<file path="src/hw/rtl/ptf_pkg.sv">
// Shared types, codes and forecast tables of the pressure trend forecaster.
`default_nettype none

package ptf_pkg;

    // Field widths.
    localparam int PRESSURE_W  = 14;
    localparam int MONTH_W     = 4;
    localparam int FORECAST_W  = 5;
    localparam int THRESHOLD_W = 8;
    localparam int CFG_INDEX_W = 1;
    localparam int CFG_DATA_W  = 8;

    // Default history length in half-hour readings (three hours).
    localparam int HISTORY_DEPTH_DEF = 6;

    // Configuration register indexes.
    localparam logic [CFG_INDEX_W-1:0] REG_TREND_THRESHOLD = 1'b0;
    localparam logic [CFG_INDEX_W-1:0] REG_NORTHERN        = 1'b1;

    // Register reset values.
    localparam logic [THRESHOLD_W-1:0] THRESHOLD_RST = 8'd16;
    localparam logic                   NORTHERN_RST  = 1'b1;

    // Forecast codes beyond the letters.
    localparam logic [FORECAST_W-1:0] FC_OUT_OF_RANGE  = 5'd26;
    localparam logic [FORECAST_W-1:0] FC_NOT_AVAILABLE = 5'd27;

    // Month masks for the northern hemisphere, bit n is month n.
    localparam logic [15:0] SUMMER_MASK_N = 16'h01C0;
    localparam logic [15:0] WINTER_MASK_N = 16'h1006;

    typedef enum logic [1:0] {
        TR_UNKNOWN = 2'd0,
        TR_RISING  = 2'd1,
        TR_FALLING = 2'd2,
        TR_STEADY  = 2'd3
    } trend_t;

    // Result of the classification of one reading.
    typedef struct packed {
        logic [FORECAST_W-1:0] forecast;
        trend_t                trend;
    } ptf_result_t;

    // Table sizes.
    localparam int RISE_N = 13;
    localparam int FALL_N = 9;
    localparam int STDY_N = 10;
    localparam int IDX_W  = 4;

    // Range limits in tenths of hPa: first and last table entries.
    localparam logic [PRESSURE_W-1:0] RISE_HI = 14'd10300;
    localparam logic [PRESSURE_W-1:0] RISE_LO = 14'd9470;
    localparam logic [PRESSURE_W-1:0] FALL_HI = 14'd10500;
    localparam logic [PRESSURE_W-1:0] FALL_LO = 14'd9850;
    localparam logic [PRESSURE_W-1:0] STDY_HI = 14'd10330;
    localparam logic [PRESSURE_W-1:0] STDY_LO = 14'd9600;

    // Sums of neighboring table entries in tenths of hPa. A reading p is
    // nearer to the later entry exactly when 2p is below the sum, so the
    // nearest index is the count of sums above 2p (ties keep the earlier).
    localparam logic [PRESSURE_W:0] RISE_MID [RISE_N-1] = '{
        15'd20520, 15'd20340, 15'd20190, 15'd20070, 15'd19950, 15'd19850,
        15'd19740, 15'd19620, 15'd19480, 15'd19350, 15'd19240, 15'd19060
    };
    localparam logic [PRESSURE_W:0] FALL_MID [FALL_N-1] = '{
        15'd20900, 15'd20640, 15'd20420, 15'd20280, 15'd20140, 15'd20020,
        15'd19890, 15'd19760
    };
    localparam logic [PRESSURE_W:0] STDY_MID [STDY_N-1] = '{
        15'd20560, 15'd20370, 15'd20220, 15'd20080, 15'd19940, 15'd19830,
        15'd19700, 15'd19550, 15'd19340
    };

    // Letters of each table, 0 is A.
    localparam logic [FORECAST_W-1:0] RISE_LET [RISE_N] = '{
        5'd0, 5'd1, 5'd2, 5'd5, 5'd6, 5'd8, 5'd9, 5'd11, 5'd12, 5'd16,
        5'd19, 5'd24, 5'd25
    };
    localparam logic [FORECAST_W-1:0] FALL_LET [FALL_N] = '{
        5'd0, 5'd1, 5'd3, 5'd7, 5'd14, 5'd17, 5'd20, 5'd21, 5'd23
    };
    localparam logic [FORECAST_W-1:0] STDY_LET [STDY_N] = '{
        5'd0, 5'd1, 5'd4, 5'd10, 5'd13, 5'd15, 5'd18, 5'd22, 5'd23, 5'd25
    };

endpackage

`default_nettype wire

</file>
<file path="src/hw/rtl/ptf_history.sv">
// Shift register of past pressure readings.
`default_nettype none

module ptf_history import ptf_pkg::*; #(
    parameter int HISTORY_DEPTH = HISTORY_DEPTH_DEF
) (
    input  wire logic                  clk,
    input  wire logic                  rst_n,
    input  wire logic                  shift_en,
    input  wire logic [PRESSURE_W-1:0] pressure,
    output logic      [PRESSURE_W-1:0] oldest
);

    logic [PRESSURE_W-1:0] hist_reg  [HISTORY_DEPTH];
    logic [PRESSURE_W-1:0] hist_next [HISTORY_DEPTH];

    // Entry 0 is the oldest; a new reading enters at the top.
    always_comb
    begin
        for (int i = 0; i < HISTORY_DEPTH - 1; i++)
        begin
            hist_next[i] = hist_reg[i+1];
        end
        hist_next[HISTORY_DEPTH-1] = pressure;
    end

    always_ff @(posedge clk or negedge rst_n)
    begin
        if (!rst_n)
        begin
            for (int i = 0; i < HISTORY_DEPTH; i++)
            begin
                hist_reg[i] <= '0;
            end
        end
        else if (shift_en)
        begin
            hist_reg <= hist_next;
        end
    end

    // The entry that becomes the oldest once this beat is shifted in.
    assign oldest = hist_next[0];

endmodule

`default_nettype wire

</file>
<file path="config.mk">
export PLATFORM = sky130hd
export DESIGN_NAME = ptf_history
export DESIGN_NICKNAME = d
export VERILOG_FILES = /design/src/hw/rtl/ptf_pkg.sv /design/src/hw/rtl/ptf_history.sv
export SDC_FILE = /design/constraint.sdc
export NUM_CORES = 1
export LEC_CHECK = 0
export ABC_CLOCK_PERIOD_IN_PS = 1000
export BUFFER_PORTS_ARGS = -buffer_cell sky130_fd_sc_hd__clkbuf_2
export CORE_MARGIN = 2
export CORE_UTILIZATION = 40
export DETAILED_ROUTE_END_ITERATION = 8
export GPL_ROUTABILITY_DRIVEN = 0
export GPL_TIMING_DRIVEN = 1
export HOLD_SLACK_MARGIN = 0.15
export PLACE_DENSITY = 0.58
export SKIP_LAST_GASP = 1
export SLEW_MARGIN = 20
export SYNTH_ARGS = -nofsm -noshare
export SYNTH_HDL_FRONTEND = slang
export SYNTH_SLANG_ARGS = --single-unit
</file>
<file path="constraint.sdc">
create_clock -name clk -period 1 [get_ports clk]
set_input_delay 0.2 -clock clk [delete_from_list [all_inputs] [get_ports clk]]
set_output_delay 0.2 -clock clk [all_outputs]
set_load 0.01 [all_outputs]
</file>
### Word level (Yosys, flattened, before mapping)

Cells that the tools add are included.

| storage, ports and cells | value |
|---|---|
| input port bits | 17 |
| output and inout port bits | 14 |
| register bits | 70 |

### Longest topological paths before layout

| depth | value |
|---|---|
| depth in word-level cells | 0 |
| mapped depth | 3 |

### Least setup slack after synthesis

Ideal clock, no wire load.

| timing | value |
|---|---|
| kind | input port to flip-flop |
| start point | in shift_en |
| end point | reg hist_reg, in the netlist hist_next[14] |
| setup slack | 0.076 ns |
| arrival | 0.799 ns |
| cell stages on the path | 3 |
| required time | 0.875 ns |
| path through | buf_6 -> buf_12 -> mux2_4 |

RTL lines:

| element | RTL line | source |
|---|---|---|
| start, declared | ptf_history.sv:9 | `input wire logic shift_en,` |
| end signal, assigned | ptf_history.sv:38 | `hist_reg <= hist_next;` |
| end, declared | ptf_history.sv:14 | `logic [PRESSURE_W-1:0] hist_reg [HISTORY_DEPTH];` |

No word-level cell between the ends.

### Worst setup path after layout

| timing | value |
|---|---|
| start point | reg hist_reg, in the netlist oldest[0] |
| end point | out oldest[0] |

RTL lines:

| element | RTL line | source |
|---|---|---|
| end, declared | ptf_history.sv:11 | `output logic [PRESSURE_W-1:0] oldest` |

No word-level cell between the ends.

==> results.cfg <==
[outcome]
status = finished, violations left
failed_checks = negative setup slack

[timing]
slew_headroom = 0.805
hold_violations = 0
worst_slew_pin_slew_ps = 293
post-route-min-period_ps = 1060
clock_skew_ps = 6.71
setup-violations-final = 15
fmaxAchievable_ghz = 0.942
final_min_period_over_clock_period = 1.06
setup_ws_ps = -62.0
grt_setup_unrepaired = true
timing_max_transition_violations_final = 0

[clocking]
tritoncts = built
cts.sink_count = 70
cts.htree.levels = 3
number_of_buffers_inserted_during_clock_tree_synthesis = 9
clockBufferDepth = 2
clk_latency_ps = 330
clock_tree_root_buffer_cell = sky130_fd_sc_hd__clkbuf_8
clk_pin_slew_ps = 70

[critical_path]
cp_slowest_stage_delay_ps = 390
cp-endpoint = oldest[0]
critical_path_required_ps = 800
critical_path_cell_count = 1
reg2reg_slack_ps = -10
reg2reg_to = oldest[1]
cp-end-kind = output pin
path_delay_family = flip-flops
startpoint_to_endpoint_class_of_the_critical_path = reg2out
startpoint_type = flip-flop
critPathMaxFanout = 2
critical-path-slowest-cell = sky130_fd_sc_hd__dfrtp_1
cp_data_arrival_time_ps = 860
cp_num_buf_inv = 1
rr_worst_depth = 3
critical_path.cell_chain = clkbuf_2
timing.rr.start = oldest[1]
timing.critical_path.from = oldest[0]

[routing]
postRouteWirelength_um = 4230
detailroute.via_count = 1407
wl_per_cell_um = 13.3
residual_antenna_violating_net_count_after_detailed_routing = 0
drc_errors = 0
detail_route.first_pass.iterations = 4
post_drt_via_cell_ratio = 4.42
first_iter_violations = 43

[global_route]
largest_net_degree_at_the_start_of_global_routing = 39
global_route_wire_length_before_repair_um = 7250
gr-total-overflow = 0
gr_util_all_layers = 0.111
grt_pass1_vias = 1493
grt_antenna_before_repair = 0

[run]
maxCapViolCount = 0

[synth]
ys_seq_area_frac = 0.573
synth.distinct_cells = 5
synth_net_count = 179
netlist_area_um2 = 3060
yosys_register_bits = 70
avgSynthCellArea_um2 = 18.9
yosys_warnings = 0
synthCells = 162

[die]
die_area_um2 = 8360
chipHeight_um = 91.5
floorplan.die.width_um = 91.5
ios = 31
core_area_um2 = 7330
initial_core_util = 0.417
num_rows = 31

[placed_design]
detailed_place.area_um2 = 3160
detailedPlacementHpwl_um = 2630
io_buffer_count = 30

[finish]
insertedDiodeCount = 0
ff_latch_area_um2 = 1750
finalInstanceArea_um2 = 3620
postLayoutCoreUtil = 0.494
final_cell_mix = sky130_fd_sc_hd__mux2_4, sky130_fd_sc_hd__dfrtp_1, sky130_fd_sc_hd__clkbuf_2, sky130_fd_sc_hd__buf_4, sky130_fd_sc_hd__dlygate4sd3_1
nFillCells = 640
fin_nets = 231
area_occupied_by_multi_input_gates_um2 = 1050
area_grow_syn2layout_pct = 18.4
post_route_cells_drive_above_1_share = 0.607

[pwr]
reported_leakage_power_nw = 1.80
power_density_nw_per_um2 = 2110
irDropWorstVdd_v = 0.000613

[min_path]
worstHoldPathType = in2async
==> power breakdown <==
part           internal [mW]  total (mW)  leakage [nW]  switching (mW)
logic                   1.17        1.66         0.871           0.485
registers               3.39        3.71         0.824           0.323
clock network           1.28        2.26         0.106           0.987
==> cells by family after synthesis <==
family / synth area share
flip-flops: 0.573
multiplexers: 0.344
buffers and inverters: 0.0838
==> how the worst min path moves through the flow <==
stage | start | to | slack [ps] | depth (start not counted)
floorplan | rst_n | hist_next[14] | -100 | 0
global placement | rst_n | oldest[4] | 60 | 1
detailed placement | rst_n | hist_next[46] | 60 | 1
CTS | rst_n | hist_next[46] | 250 | 2
global route | rst_n | hist_next[46] | 260 | 2
finish | rst_n | hist_next[46] | 250 | 2
==> flip-flops by register name, summed over array words and instances (netlist names) <==
name	count
hist_next	56
oldest	14
==> what timing repair did <==
item	CTS	global route
hold buffers	15	0
setup buffers	12	2
hold endpoints to repair	84	0
endpoints found under the setup margin	14	14
resized for setup	0	2
pin swaps	0	0
==> synthesized netlist by cell type <==
cell	count	area (µm²)
sky130_fd_sc_hd__buf_6	1	11.3
sky130_fd_sc_hd__buf_4	14	105
sky130_fd_sc_hd__mux2_4	70	1050
sky130_fd_sc_hd__dfrtp_1	70	1750
sky130_fd_sc_hd__buf_12	7	140
==> layer usage <==
metal	GRT usage	wire length, µm
met1	0.148	2020
met2	0.158	1950
met3	0.0365	174
met4	0.0644	93
met5	0	0
==> cell type report <==
cell class | instances | area share
clock inverter | 4 | 0.0124
tap | 99 | 0.0342
sequential | 70 | 0.483
timing repair buffer | 63 | 0.137
clock buffer | 12 | 0.0428
multi-input combinational | 70 | 0.290
==> metrics by stage <==
stage | setup WS [ps] | cells | hold slack (ps) | total power [mW] | setup TNS [ps]
2_1_floorplan | 75.5 | 162 | -95.6 | 4.97 | 0
3_3_place_gp | -42.2 | 273 | 55.9 | 5.08 | -1890
3_5_place_dp | -70.8 | 273 | 57.2 | 5.15 | -3190
4_1_cts | -86.0 | 316 | 249 | 7.70 | -823
5_1_grt | -101 | 318 | 260 | 8.03 | -1200
6_report | -62.0 | 318 | 250 | 7.64 | -588
Note: power is estimated with default switching activity, not from simulation.
