<file path="config.mk">
export PLATFORM = sky130hd
export DESIGN_NAME = ptf_classify
export DESIGN_NICKNAME = d
export VERILOG_FILES = /design/src/hw/rtl/ptf_pkg.sv /design/src/hw/rtl/ptf_classify.sv
export SDC_FILE = /design/constraint.sdc
export NUM_CORES = 1
export LEC_CHECK = 0
export BUFFER_PORTS_ARGS = -buffer_cell sky130_fd_sc_hd__clkbuf_2
export CORE_UTILIZATION = 65
export DETAILED_ROUTE_END_ITERATION = 8
export PLACE_DENSITY = 0.95
export SYNTH_ARGS = -nofsm -noshare
export SYNTH_HDL_FRONTEND = slang
export SYNTH_SLANG_ARGS = --single-unit
</file>
<file path="constraint.sdc">
create_clock -name vclk -period 17
set_input_delay 5.1 -clock vclk [all_inputs]
set_output_delay 5.1 -clock vclk [all_outputs]
set_load 0.02 [all_outputs]
</file>
<file path="src/hw/rtl/ptf_pkg.sv">
// Shared types, codes and forecast tables of the pressure trend forecaster.
`default_nettype none

package ptf_pkg;

    // Field widths.
    localparam int PRESSURE_W  = 14;
    localparam int MONTH_W     = 4;
    localparam int FORECAST_W  = 5;
    localparam int THRESHOLD_W = 8;
    localparam int CFG_INDEX_W = 1;
    localparam int CFG_DATA_W  = 8;

    // Default history length in half-hour readings (three hours).
    localparam int HISTORY_DEPTH_DEF = 6;

    // Configuration register indexes.
    localparam logic [CFG_INDEX_W-1:0] REG_TREND_THRESHOLD = 1'b0;
    localparam logic [CFG_INDEX_W-1:0] REG_NORTHERN        = 1'b1;

    // Register reset values.
    localparam logic [THRESHOLD_W-1:0] THRESHOLD_RST = 8'd16;
    localparam logic                   NORTHERN_RST  = 1'b1;

    // Forecast codes beyond the letters.
    localparam logic [FORECAST_W-1:0] FC_OUT_OF_RANGE  = 5'd26;
    localparam logic [FORECAST_W-1:0] FC_NOT_AVAILABLE = 5'd27;

    // Month masks for the northern hemisphere, bit n is month n.
    localparam logic [15:0] SUMMER_MASK_N = 16'h01C0;
    localparam logic [15:0] WINTER_MASK_N = 16'h1006;

    typedef enum logic [1:0] {
        TR_UNKNOWN = 2'd0,
        TR_RISING  = 2'd1,
        TR_FALLING = 2'd2,
        TR_STEADY  = 2'd3
    } trend_t;

    // Result of the classification of one reading.
    typedef struct packed {
        logic [FORECAST_W-1:0] forecast;
        trend_t                trend;
    } ptf_result_t;

    // Table sizes.
    localparam int RISE_N = 13;
    localparam int FALL_N = 9;
    localparam int STDY_N = 10;
    localparam int IDX_W  = 4;

    // Range limits in tenths of hPa: first and last table entries.
    localparam logic [PRESSURE_W-1:0] RISE_HI = 14'd10300;
    localparam logic [PRESSURE_W-1:0] RISE_LO = 14'd9470;
    localparam logic [PRESSURE_W-1:0] FALL_HI = 14'd10500;
    localparam logic [PRESSURE_W-1:0] FALL_LO = 14'd9850;
    localparam logic [PRESSURE_W-1:0] STDY_HI = 14'd10330;
    localparam logic [PRESSURE_W-1:0] STDY_LO = 14'd9600;

    // Sums of neighboring table entries in tenths of hPa. A reading p is
    // nearer to the later entry exactly when 2p is below the sum, so the
    // nearest index is the count of sums above 2p (ties keep the earlier).
    localparam logic [PRESSURE_W:0] RISE_MID [RISE_N-1] = '{
        15'd20520, 15'd20340, 15'd20190, 15'd20070, 15'd19950, 15'd19850,
        15'd19740, 15'd19620, 15'd19480, 15'd19350, 15'd19240, 15'd19060
    };
    localparam logic [PRESSURE_W:0] FALL_MID [FALL_N-1] = '{
        15'd20900, 15'd20640, 15'd20420, 15'd20280, 15'd20140, 15'd20020,
        15'd19890, 15'd19760
    };
    localparam logic [PRESSURE_W:0] STDY_MID [STDY_N-1] = '{
        15'd20560, 15'd20370, 15'd20220, 15'd20080, 15'd19940, 15'd19830,
        15'd19700, 15'd19550, 15'd19340
    };

    // Letters of each table, 0 is A.
    localparam logic [FORECAST_W-1:0] RISE_LET [RISE_N] = '{
        5'd0, 5'd1, 5'd2, 5'd5, 5'd6, 5'd8, 5'd9, 5'd11, 5'd12, 5'd16,
        5'd19, 5'd24, 5'd25
    };
    localparam logic [FORECAST_W-1:0] FALL_LET [FALL_N] = '{
        5'd0, 5'd1, 5'd3, 5'd7, 5'd14, 5'd17, 5'd20, 5'd21, 5'd23
    };
    localparam logic [FORECAST_W-1:0] STDY_LET [STDY_N] = '{
        5'd0, 5'd1, 5'd4, 5'd10, 5'd13, 5'd15, 5'd18, 5'd22, 5'd23, 5'd25
    };

endpackage

`default_nettype wire

</file>
<file path="src/hw/rtl/ptf_classify.sv">
// Trend classification and nearest-entry table lookup for one reading.
`default_nettype none

module ptf_classify import ptf_pkg::*; (
    input  wire logic [PRESSURE_W-1:0]  pressure,
    input  wire logic [MONTH_W-1:0]     month,
    input  wire logic [PRESSURE_W-1:0]  oldest,
    input  wire logic [THRESHOLD_W-1:0] threshold,
    input  wire logic                   northern,
    input  wire trend_t                 last_trend,
    output ptf_result_t                 result
);

    logic signed [PRESSURE_W:0] diff;
    logic signed [PRESSURE_W:0] thr;
    logic                       rising;
    logic                       falling;
    logic                       summer;
    logic                       winter;
    logic [PRESSURE_W:0]        p2;
    logic [IDX_W-1:0]           rise_idx;
    logic [IDX_W-1:0]           fall_idx;
    logic [IDX_W-1:0]           stdy_idx;
    logic [IDX_W-1:0]           rise_adj;
    logic [IDX_W-1:0]           fall_adj;
    logic                       rise_in;
    logic                       fall_in;
    logic                       stdy_in;

    // Trend over the history span.
    assign diff    = $signed({1'b0, pressure}) - $signed({1'b0, oldest});
    assign thr     = $signed({{(PRESSURE_W + 1 - THRESHOLD_W){1'b0}}, threshold});
    assign rising  = (diff >= thr);
    assign falling = (diff <= -thr);

    // Seasons swap between the hemispheres.
    assign summer = northern ? SUMMER_MASK_N[month] : WINTER_MASK_N[month];
    assign winter = northern ? WINTER_MASK_N[month] : SUMMER_MASK_N[month];

    // Nearest table entry. The midpoints fall along each table, so the ones
    // above the reading form a prefix and the last of them gives the index.
    assign p2 = {pressure, 1'b0};

    always_comb
    begin
        rise_idx = '0;
        fall_idx = '0;
        stdy_idx = '0;
        for (int k = 0; k < RISE_N - 1; k++)
        begin
            if (p2 < RISE_MID[k])
            begin
                rise_idx = IDX_W'(k + 1);
            end
        end
        for (int k = 0; k < FALL_N - 1; k++)
        begin
            if (p2 < FALL_MID[k])
            begin
                fall_idx = IDX_W'(k + 1);
            end
        end
        for (int k = 0; k < STDY_N - 1; k++)
        begin
            if (p2 < STDY_MID[k])
            begin
                stdy_idx = IDX_W'(k + 1);
            end
        end
    end

    // Seasonal step, held at the table edges.
    assign rise_adj = (summer && rise_idx != IDX_W'(RISE_N - 1)) ? rise_idx + 1'b1 : rise_idx;
    assign fall_adj = (winter && fall_idx != '0) ? fall_idx - 1'b1 : fall_idx;

    assign rise_in = (pressure <= RISE_HI) && (pressure >= RISE_LO);
    assign fall_in = (pressure <= FALL_HI) && (pressure >= FALL_LO);
    assign stdy_in = (pressure <= STDY_HI) && (pressure >= STDY_LO);

    // Select the table by trend; an empty oldest entry means no forecast.
    always_comb
    begin
        if (oldest == '0)
        begin
            result.forecast = FC_NOT_AVAILABLE;
            result.trend    = last_trend;
        end
        else if (rising)
        begin
            result.forecast = rise_in ? RISE_LET[rise_adj] : FC_OUT_OF_RANGE;
            result.trend    = TR_RISING;
        end
        else if (falling)
        begin
            result.forecast = fall_in ? FALL_LET[fall_adj] : FC_OUT_OF_RANGE;
            result.trend    = TR_FALLING;
        end
        else
        begin
            result.forecast = stdy_in ? STDY_LET[stdy_idx] : FC_OUT_OF_RANGE;
            result.trend    = TR_STEADY;
        end
    end

endmodule

`default_nettype wire
</file>
* Word level (Yosys, flattened, before mapping)
Memory sizes are Yosys's and may differ from the RTL's.
Index checks and enable logic that the tools add are counted.
** Word-level totals
- Register bits :: 0
- Memory bits (read-only) :: 272
- Bits of input ports :: 43
- Logic and storage cells :: 108
- Memories kept :: 5
** Memories
- (no name shown) :: words 16, width 5, read ports 1, clocked after Yosys merged registers in 0, wr ports 0, RTL line ptf_classify.sv:100 : result.forecast = stdy_in ? STDY_LET[stdy_idx] : FC_OUT_OF_RANGE;
- (no name shown) :: words 16, width 5, read ports 1, clocked after Yosys merged registers in 0, wr ports 0, RTL line ptf_classify.sv:95 : result.forecast = fall_in ? FALL_LET[fall_adj] : FC_OUT_OF_RANGE;
- (no name shown) :: words 16, width 5, read ports 1, clocked after Yosys merged registers in 0, wr ports 0, RTL line ptf_classify.sv:90 : result.forecast = rise_in ? RISE_LET[rise_adj] : FC_OUT_OF_RANGE;
- (no name shown) :: words 16, width 1, read ports 1, clocked after Yosys merged registers in 0, wr ports 0, RTL line ptf_classify.sv:38 : assign winter = northern ? WINTER_MASK_N[month] : SUMMER_MASK_N[month];
- (no name shown) :: words 16, width 1, read ports 1, clocked after Yosys merged registers in 0, wr ports 0, RTL line ptf_classify.sv:38
** Cells by class
- $add $sub $neg :: 4
- Order comparisons :: 41
- Eq/ne operators :: 1
- Mux-type cells :: 47
- Bitwise logic cells :: 3
- Reductions and logical operators :: 7
** Operators by type and width (count)
- $lt 15x15->1 const B :: 29
- $mux 4 :: 28
- $mux 5 :: 9
- $ge 14x14->1 const B :: 3
- $le 14x14->1 const B :: 3
- $mux 7 :: 3
- $ge 15x9->1 :: 1
- $ge 5x5->1 const B :: 3
- $le 15x15->1 :: 1
- $neg 8->15 :: 1
- $not 4->5 :: 3
- $sub 14x14->15 :: 1
- $logic_not 14->1 :: 1
- $mux 1 :: 7
- $logic_and 1x1->1 :: 5
- $lt 4x5->1 const B :: 1
- $add 4x1->4 const B :: 1
- $ne 4x4->1 const B :: 1
- $reduce_bool 4->1 :: 1
- $sub 4x1->4 const B :: 1

* Depth between registers and ports, before layout
Gate-level depths: netlist of run 1.
- Depth in word-level cells :: 23
- Gate-level depth with buffers :: 19

* Worst setup path after synthesis of run 1
Ideal clock, no wire load.
- Path type :: input -> output
- Start :: in pressure[0]
- End :: out result[4] in the netlist's numbering
- Arrival :: 9.125 ns
- Data required time :: 11.900 ns
- Slack :: 2.775 ns
- Stages on the path :: 19
- Path buffers :: 1
- Cell sequence :: clkbuf_1 -> inv_1 -> ha_1 -> inv_1 -> fa_1 -> a21oi_1 -> o22ai_1 -> o32ai_2 -> o21ai_1 -> xor2_1 -> ha_1 -> a21o_1 -> a2111o_1 -> a2111oi_0 -> a221o_1 -> nand3_1 -> a41oi_1 -> a221oi_1 -> o2bb2ai_1
** RTL lines
- start: declaration :: RTL line ptf_classify.sv:5 : input wire logic [PRESSURE_W-1:0] pressure,
- end: declaration :: RTL line ptf_classify.sv:11 : output ptf_result_t result

==> impl_results.md, run 1 <==
- Transition time of the tightest slew-check pin: slightly below 0.8 ns
- Crit path arrival time: between 9 and 10 ns
- Dominant combinational cell family by area after synthesis: compound AO/OA/AOI/OAI gates
- Sequential cell area: 0 um2
- Vias per inst: just under 7
- Ordered list of cells on the worst path: clkbuf_2 -> inv_1 -> ha_1 -> inv_1 -> fa_1 -> a21oi_1 -> o22ai_1 -> o32ai_2 -> o21ai_1 -> xor2_1 -> ha_1 -> a21o_1 -> a2111o_1 -> a2111oi_0 -> a221o_1 -> nand3_1 -> o41ai_1 -> a22oi_1 -> clkbuf_2
- Total count of max-transition violations in the final report: 0
- Worst Hold Class: in -> out
- Via count of the first global-routing pass: roughly 3600
- Number of optimization iterations in the first detailed-route pass: 6
- Final worst path period share: between 80% and 90%
- Hold-fix buffers, CTS: 0
- Post-Layout Inst Area: around 3400 um2
- Setup Fix Bufs, Post-CTS: 0
- Critical Path Max Stage Delay: ~0.53 ns
- Drt drc: 0
- Slack of the critical path: approximately 2.3 ns
- Register area share after synthesis: 0%
- Mux contribution to synthesized area: 1.63%
- Per-instance average area after synthesis: between 6 and 7 um2
- Count of endpoints failing hold in the final timing report: 0
- Average wire length per cell after detail routing: 17.5 um
- Time the worst path needs with I/O delays and setup: around 15 ns
- Total global routing track utilization: 38.7%
- Critical path startpoint: pressure[0]
- Worst path top cell family by delay: compound AO/OA/AOI/OAI gates
- Synthesized-area fraction occupied by adder cells: 18.1%
- Finished Core Util: roughly 72%
- Timing-limited maximum frequency: around 68 MHz
- Via total after detailed routing: ~4000
- Commonest non-fill, non-tap cell in the layout: clkbuf_2
- Hold wc startpoint: last_trend[1]
- Unrepaired setup endpoints after global routing: false
- Chip Width: just over 70 um
- Largest net degree at the start of global routing: 23
- Placed wire-length estimate after detailed placement: 8190 um
- Area of the mapped netlist: between 3000 and 4000 um2
- Setup Slack @ Placement: between 2 and 2.5 ns
- Core Footprint: 4750 um2
- Antenna Cells: 0
- Initial Utilization: 67.8%
- Share of final-layout standard cells stronger than drive strength 1: 14.1%
- Leakage dissipation: between 1.5 and 2 nW
- P&R area growth vs syn: 6.68%
- Kind of end point of the critical path: output pin
- First-iteration detailed-routing DRC count: 550
- Final wirelength: 10000 um
- Sequential cell count: 0
- Critical-path maximum fanout: 9
- Synthesis Warnings: 0
- Clock buffer instance count of the final layout: 0
- Total of max-cap violations: 0
- Commonest cells after routing, fill and taps aside: clkbuf_2 (50), ha_1 (45), inv_1 (42), a21oi_1 (39), nor2_1 (35)
- First-pass GRT wire length: approximately 16000 um
- Startpoint-to-endpoint class of the critical path: in -> out
- Worst slew margin: roughly 48%
- Number of nets produced by synthesis: roughly 570
- Required arrival time at the worst endpoint: 11.90 ns
- GPL Wtd Cong: approximately 0.99
- Number of nets with antenna violations after detailed routing: 0
- Setup violators final: 0
- Areal power density over the cells: 36.8 nW/um2
- Compound-cell area share of the yosys netlist: about two fifths
- Count of cells resized by post-cts repair: 0
- Height of the die: approximately 72 um
- Setup TNS after final layout: 0 ns
- Buffers & Inverters on Critical Path: 4
- Antenna violations before repair: 0
- Startpoint class of the critical path: input port
- Count of distinct cell types in the synthesized netlist: 78
- Placed cell area: between 3000 and 4000 um2
- Result of the run: finished, final reports clean
- Synth Instances: 477
- Area enclosed by the die boundary: ~5200 um2
- Post-Route Hold Slack: ~11 ns
- PortBufs: 50
- Post-Synth XOR/XNOR Area: 4.35%
- Number of I/O pins: 50
- IR drop worst, VDD: between 0.02 and 0.025 mV
- Simple-gate area share of the yosys netlist: between 20 and 30%
- Nets@finish: around 600
- Cell Rows: 25
- Slowest-stage cell, CP: a2111oi_0
- Global route overflow: 0
==> cell type report <==
| type | count | area [um2] |
|---|---|---|
| multi-input combinational | 411 | 2950 |
| fill | 430 | 1320 |
| timing repair buffer | 50 | 250 |
| inverter | 42 | 158 |
| tap | 67 | 83.8 |
==> cell families after synthesis <==
logic type      count (synthesis)
compound gates                181
simple gates                  163
fa+ha+maj                      46
mux                             5
xor+xnor                       16
buf+inv                        66
==> power by group <==
group	leakage (nW)	total [W]	internal (W)	switching, W
clock	0	0	0	0
sequential	0	0	0	0
combinational	1.56	0.000126	0.0000494	0.0000769
==> through the flow <==
step / cells / total power [W]
3_5_place_dp: 570 / 0.000123
6_report: 570 / 0.000126
5_1_grt: 570 / 0.000140
3_3_place_gp: 570 / 0.000118
4_1_cts: 570 / 0.000124
2_1_floorplan: 477 / 0.0000919
==> synth_stat cells (10+ instances only) <==
master,n,area share (%)
nand2_1,25,2.9
o21ai_0,29,4.5
nor2_1,35,4.1
a21o_1,11,2.6
buf_2,11,1.7
ha_1,45,17
clkbuf_1,10,1.2
xnor2_1,10,2.7
inv_1,42,4.9
a21oi_1,39,6.1
nor3_1,17,2.6
nand3_1,14,2.2
==> tightest hold or removal path, cell delays in order <==
cell      delay [ns]
clkbuf_2        0.08
nor2_1          0.09
nor2_1          0.04
clkbuf_2        0.14
==> path summary, 6_finish.rpt <==
path         to  slack [ns]  cells past startpoint
max   result[3]        2.26                     19
min   result[1]       10.55                      4
==> layer usage <==
layer	vias to the layer above	GRT usage [%]	part of all wire [%]
li1	1883	-	-
met1	1815	46.1	39
met2	199	70.3	50
met3	40	2.64	6.6
met4	0	18.1	4.4
met5	-	0	0
(Power assumes the default switching activity.)
==> run 2, diff against run 1 <==
ABC_AREA = 1   (was unset)
ABC_CLOCK_PERIOD_IN_PS = 17000   (was unset)
SKIP_LAST_GASP = 1   (was unset)
==> run 2 against run 1 <==
  * Non-clock buffer count is the same
  * Die area fell by 0.84%
  * Global-route usage is 0.80 points lower
  * Via count increased by 5.1%
  * Synthesized cell count grew 22%
  * Flip-flop and latch count unchanged
  * Area after synthesis fell by 0.85%
  * Design area rose by 1.9%
  * Total power up 6.4%
  * Critical endpoint is now result[2]
==> impl_results.md, run 2 <==
- Unrepaired setup endpoints after global routing: false
- Antenna violations before repair: 0 (unchanged)
- Worst slew margin: 62.6% (+15 points)
- Post-Route Hold Slack: 10.56 ns (+0.00280 ns)
- Top cell type's share of synthesized area: 17.6% (+0.15 points)
- Final wirelength: 9910 um (-0.86%)
- Setup Fix Bufs, Post-CTS: 0 (unchanged)
- Synthesis Warnings: 0 (unchanged)
- Per-instance average area after synthesis: 5.47 um2 (-19%)
- P&R area growth vs syn: 9.67%
- Most Crowded Layer GR: met2
- Met2 GRT Util: 72.4% (+2.1 points)
- Met1 Use GR: 41.1% (-5.0 points)
- Dominant combinational cell family by area after synthesis: simple AND/OR/NAND/NOR gates
- GPL Wtd Cong: 1.05 (+6.5%)
- Vias per inst: 5.94 (-14%)
- Startpoint class of the critical path: input port
- Transition time of the tightest slew-check pin: 0.558 ns (-0.217 ns)
- Net switching power: 0.0000876 W (+14%)
- Height of the die: 72.1 um (-0.42%)
- Result of the run: finished, final reports clean
- Total global routing track utilization: 37.9% (-0.80 points)
- Total count of max-transition violations in the final report: 0 (unchanged)
- Required arrival time at the worst endpoint: 11.90 ns (about the same)
- Core Footprint: 4720 um2 (-0.66%)
- Cell accounting for the most synthesized area: ha_1
- Total of max-cap violations: 0 (unchanged)
- Mux contribution to synthesized area: 0.627% (-1.0 points)
- Largest cells by area after synthesis: ha_1 (18%), nand2_1 (17%), inv_1 (12%), a21oi_1 (6.4%), nand3_1 (6.0%)
- Sequential cell area: 0 um2 (unchanged)
- Worst hold path depth: 4 (unchanged)
- Startpoint-to-endpoint class of the critical path: in -> out
- Largest net degree at the start of global routing: 12 (-48%)
- Number of nets with antenna violations after detailed routing: 0 (unchanged)
- Global route overflow: 0 (unchanged)
- Sequential share of power: 0% (unchanged)
- Areal power density over the cells: 38.4 nW/um2 (+4.4%)
- List of most frequent post-synthesis cells: nand2_1 (148), inv_1 (99), nor2_1 (48)
- Drt drc: 0 (unchanged)
- Commonest cells after routing, fill and taps aside: nand2_1 (148), inv_1 (99), clkbuf_2 (50), nor2_1 (48), ha_1 (45)
- Non-filler instance count after layout: 696 (+22%)
- Commonest non-fill, non-tap cell in the layout: nand2_1
- Compound-cell area share of the yosys netlist: 22.9% (-17 points)
- Number of nets produced by synthesis: 673 (+19%)
- Simple-gate area share of the yosys netlist: 39.6% (+12 points)
- Most frequently used cell type in the post-synthesis netlist: nand2_1
- Time the worst path needs with I/O delays and setup: 13.98 ns (-0.756 ns)
- Area of the mapped netlist: 3190 um2 (-0.85%)
- Placed wire-length estimate after detailed placement: 8400 um (+2.5%)
- Synthesized-area fraction occupied by adder cells: 18.3% (+0.16 points)
- Final worst path period share: 82.2% (-4.4 points)
- Area enclosed by the die boundary: 5200 um2 (-0.84%)
- Via count of the first global-routing pass: 3859 (+7.8%)
- Cell Rows: 25 (unchanged)
- Initial Utilization: 67.6% (-0.13 points)
- First-iteration detailed-routing DRC count: 459 (-17%)
- Antenna Cells: 0 (unchanged)
- Kind of end point of the critical path: output pin
- Placed cell area: 3500 um2 (+1.9%)
- Setup TNS after final layout: 0 ns (unchanged)
- IR drop worst, VDD: 0.0237 mV (+5.2%)
- Post-Synth XOR/XNOR Area: 4.90% (+0.55 points)
- Critical-path maximum fanout: 4 (-5)
- Hold-fix buffers, CTS: 0 (unchanged)
- Register area share after synthesis: 0% (unchanged)
- Share of final-layout standard cells stronger than drive strength 1: 14.9% (+0.83 points)
- Clock buffer instance count of the final layout: 0 (unchanged)
- Count of endpoints failing hold in the final timing report: 0 (unchanged)
- Switching share of total power: 65.1% (+4.3 points)
- Leakage dissipation: 2.03 nW (+30%)
- Chip Width: 72.1 um (-0.42%)
- Int Power: 0.0000469 W (-5.2%)
- Average wire length per cell after detail routing: 14.2 um (-19%)
- Relative contribution of combinational cells to total power: 100.0% (about the same)
- Number of optimization iterations in the first detailed-route pass: 6 (unchanged)
- Setup violators final: 0 (unchanged)
- Nets@finish: 720 (+21%)
- PortBufs: 50 (unchanged)
- Crit path arrival time: 8.88 ns (-0.76 ns)
- Timing-limited maximum frequency: 71.5 MHz (+5.4%)
- Count of cells resized by post-cts repair: 0 (unchanged)
- Clock network fraction of design power: 0% (unchanged)
- Post-Layout Inst Area: 3500 um2 (+1.9%)
- Number of I/O pins: 50 (unchanged)
- Sequential cell count: 0 (unchanged)
- Count of distinct cell types in the synthesized netlist: 45 (-42%)
- Synth Instances: 584 (+22%)
- First-pass GRT wire length: 16000 um (-2.7%)
- Via total after detailed routing: 4137 (+5.1%)
- Routing usage on met3: 1.53% (-1.1 points)
- Placed cell count: 696 (+22%)
- Worst Hold Class: in -> out
==> run 2: path summary, 6_finish.rpt <==
kind	start	to
max	pressure[0]	result[2]
min	last_trend[1]	result[1]
==> run 2: worst max-delay path: stages <==
cell	delay, ns
clkbuf_2	0.11
inv_1	0.06
ha_1	0.18
inv_1	0.06
fa_1	0.39
nand3_1	0.10
nand2_1	0.12
nand2_1	0.12
nand2_1	0.06
nand2_1	0.08
nand2_1	0.05
o21ai_0	0.09
xor2_1	0.25
inv_1	0.08
ha_1	0.31
a21oi_1	0.15
o21ai_0	0.12
a21oi_1	0.15
nand2_1	0.08
xor2_1	0.14
a21oi_1	0.23
inv_1	0.13
nor2_1	0.19
nand3_1	0.10
nand2_1	0.09
nand2_1	0.06
nand3_1	0.08
clkbuf_2	0.17
==> run 2: cell type report <==
type / count / area [um2]
fill: 414 / 1220
inverter: 110 / 414
multi-input combinational: 469 / 2760
tap: 67 / 83.8
timing repair buffer: 50 / 250
==> run 2: cell families after synthesis <==
| group | after synthesis |
|---|---|
| AOI/OAI and AO/OA | 122 |
| muxes | 2 |
| and+or+nand+nor | 282 |
| adders and majority gates | 46 |
| buffers and inverters | 115 |
| xor gates and xnor gates | 17 |
==> run 2: power by group through the flow <==
stage / clock network [W] / registers (W) / logic [W]
after floorplan: 0 / 0 / 0.0000962
after global placement: 0 / 0 / 0.000126
after detailed placement: 0 / 0 / 0.000130
after CTS: 0 / 0 / 0.000131
after global routing: 0 / 0 / 0.000149
final: 0 / 0 / 0.000134
==> run 2: per-stage QoR <==
| stage | util (%) | total power (W) | setup WS [ns] |
|---|---|---|---|
| 6_report | 74.2 | 0.000134 | 3.02 |
| 2_1_floorplan | - | 0.0000962 | 3.76 |
| 3_5_place_dp | 74.2 | 0.000130 | 3.14 |
| 5_1_grt | 74.2 | 0.000149 | 2.71 |
| 4_1_cts | 74.2 | 0.000131 | 3.14 |
| 3_3_place_gp | 74.2 | 0.000126 | 3.35 |
==> run 2: routing by layer <==
metal  part of all wire (%)  wire length [um]
met1                     39              3880
met2                     51              5010
met3                    4.5               443
met4                    5.8               573
met5                      0                 0
==> run 3, diff against run 2 <==
ABC_AREA = 0   (was 1)
ABC_CLOCK_PERIOD_IN_PS = 12600   (was 17000)
CORE_UTILIZATION = 55   (was 65)
PLACE_DENSITY = 0.89   (was 0.95)
clock period = 12.6 ns   (was 17 ns; I/O delays follow)
==> run 3 against run 2 <==
  * First-iteration DRC count is 4.1% higher
  * Clock-buffer cell count is the same
  * Non-clock buffer count increased by 1
  * Largest power group unchanged
  * Critical endpoint is now result[4]
  * Wire length is 0.90% lower
  * Combinational power increased by 27%
  * Utilization is 12 points lower
  * Total power is 26% higher
  * Hold slack lost 2.6 ns
  * Via count fell by 5.3%
  * Worst setup slack lost 2.5 ns
==> impl_results.md, run 3 (synthesis gave the netlist of run 1 again) <==
- Result of the run: finished, final reports clean
- Average wire length per cell after detail routing: 17.1 um (+20%)
- Commonest non-fill, non-tap cell in the layout: clkbuf_2
- Share of final-layout standard cells stronger than drive strength 1: 14.3% (-0.66 points)
- Total count of max-transition violations in the final report: 0 (unchanged)
- Unrepaired setup endpoints after global routing: false
- Nets@finish: 595 (-17%)
- Antenna Cells: 0 (unchanged)
- Total of max-cap violations: 0 (unchanged)
- Sequential cell area: 0 um2 (unchanged)
- IR drop worst, VDD: 0.0288 mV (+22%)
- Crit path arrival time: 8.34 ns (-0.54 ns)
- Number of optimization iterations in the first detailed-route pass: 7 (+1)
- Global route overflow: 0 (unchanged)
- Time the worst path needs with I/O delays and setup: ~12 ns
- Chip Width: 78.5 um (+8.9%)
- Core Footprint: 5570 um2 (+18%)
- Count of endpoints failing hold in the final timing report: 0 (unchanged)
- First-iteration detailed-routing DRC count: 478 (+4.1%)
- Number of nets with antenna violations after detailed routing: 0 (unchanged)
- Kind of end point of the critical path: output pin
- Setup TNS after final layout: 0 ns (unchanged)
- Hold-fix buffers, CTS: 0 (unchanged)
- Area enclosed by the die boundary: 6170 um2 (+19%)
- Count of cells resized by post-cts repair: 0 (unchanged)
- Setup violators final: 0 (unchanged)
- Initial Utilization: 57.8% (-9.8 points)
- Sequential cell count: 0 (unchanged)
- First-pass GRT wire length: 16500 um (+2.9%)
- Total global routing track utilization: 32.4% (-5.5 points)
- Vias per inst: 6.80 (+14%)
- Transition time of the tightest slew-check pin: 0.729 ns (+0.171 ns)
- Placed wire-length estimate after detailed placement: 7980 um (-4.9%)
- Final worst path period share: between 90% and 100%
- Leakage dissipation: 1.57 nW (-23%)
- Post-Layout Inst Area: 3450 um2 (-1.5%)
- Via count of the first global-routing pass: 3692 (-4.3%)
- Drt drc: 0 (unchanged)
- Commonest cells after routing, fill and taps aside: clkbuf_2 (50), ha_1 (45), inv_1 (42), a21oi_1 (39), nor2_1 (35)
- Via total after detailed routing: 3917 (-5.3%)
- Startpoint class of the critical path: input port
- PortBufs: 50 (unchanged)
- Worst Hold Class: in -> out
- Setup Fix Bufs, Post-CTS: 0 (unchanged)
- Final wirelength: 9820 um (-0.90%)
- Largest net degree at the start of global routing: 23 (+11)
- Worst slew margin: 51.2% (-11 points)
- Clock buffer instance count of the final layout: 0 (unchanged)
- P&R area growth vs syn: 7.11%
- Required arrival time at the worst endpoint: 8.82 ns (-3.08 ns)
- Antenna violations before repair: 0 (unchanged)
- Height of the die: 78.5 um (+8.9%)
- Number of I/O pins: 50 (unchanged)
- Critical-path maximum fanout: 9 (+5)
- Cell Rows: 27 (+8.0%)
- Timing-limited maximum frequency: 82.5 MHz
- GPL Wtd Cong: 1.01 (-3.7%)
- Areal power density over the cells: 49.3 nW/um2 (+28%)
- Startpoint-to-endpoint class of the critical path: in -> out
- Placed cell area: 3450 um2 (-1.5%)
## run 3: per-stage QoR
step	util, %	total power [W]	hold slack, ns	instances	worst slack, ns
2_1_floorplan	-	0.000124	7.74	477	1.01
3_5_place_dp	61.9	0.000165	7.92	576	0.577
4_1_cts	61.9	0.000166	7.92	576	0.566
5_1_grt	61.9	0.000190	7.95	576	0.0999
6_report	61.9	0.000170	7.92	576	0.483
3_3_place_gp	61.9	0.000160	7.91	576	0.740
## run 3: layout make-up
type                            count  area, um2
Multi-Input combinational cell    411       2950
Fill cell                         561       2120
Timing Repair Buffer               51        258
Inverter                           42        158
Tap cell                           72       90.1
## run 3: metal layers
metal	share of wire [%]	GRT usage [%]
met1	41	38.9
met2	47	56.7
met3	7.0	3.60
met4	4.6	15.4
met5	0	0
## run 3: worst paths after layout
kind              slack [ns]  cells after the start           from        end
setup / recovery        0.48                     20    pressure[0]  result[4]
hold / removal          7.92                      4  last_trend[1]  result[1]
## run 3: worst max-delay path, cell delays in order
cell and delay [ns]:
clkbuf_2 0.15, inv_1 0.08, ha_1 0.16, inv_1 0.05, fa_1 0.42, a21oi_1 0.21
o22ai_1 0.15, o32ai_2 0.33, o21ai_1 0.16, xor2_1 0.23, ha_1 0.29, a21o_1 0.16
a2111o_1 0.41, a2111oi_0 0.55, a221o_1 0.30, nand3_1 0.18, a41oi_1 0.23, a221oi_1 0.13
o2bb2ai_1 0.18, clkbuf_2 0.19
## run 3: power breakdown
| part | switching (W) | total [W] | internal (W) |
|---|---|---|---|
| Sequential | 0 | 0 | 0 |
| Combinational | 0.000103 | 0.000170 | 0.0000669 |
| Clock | 0 | 0 | 0 |
| Total | 0.000103 | 0.000170 | 0.0000669 |
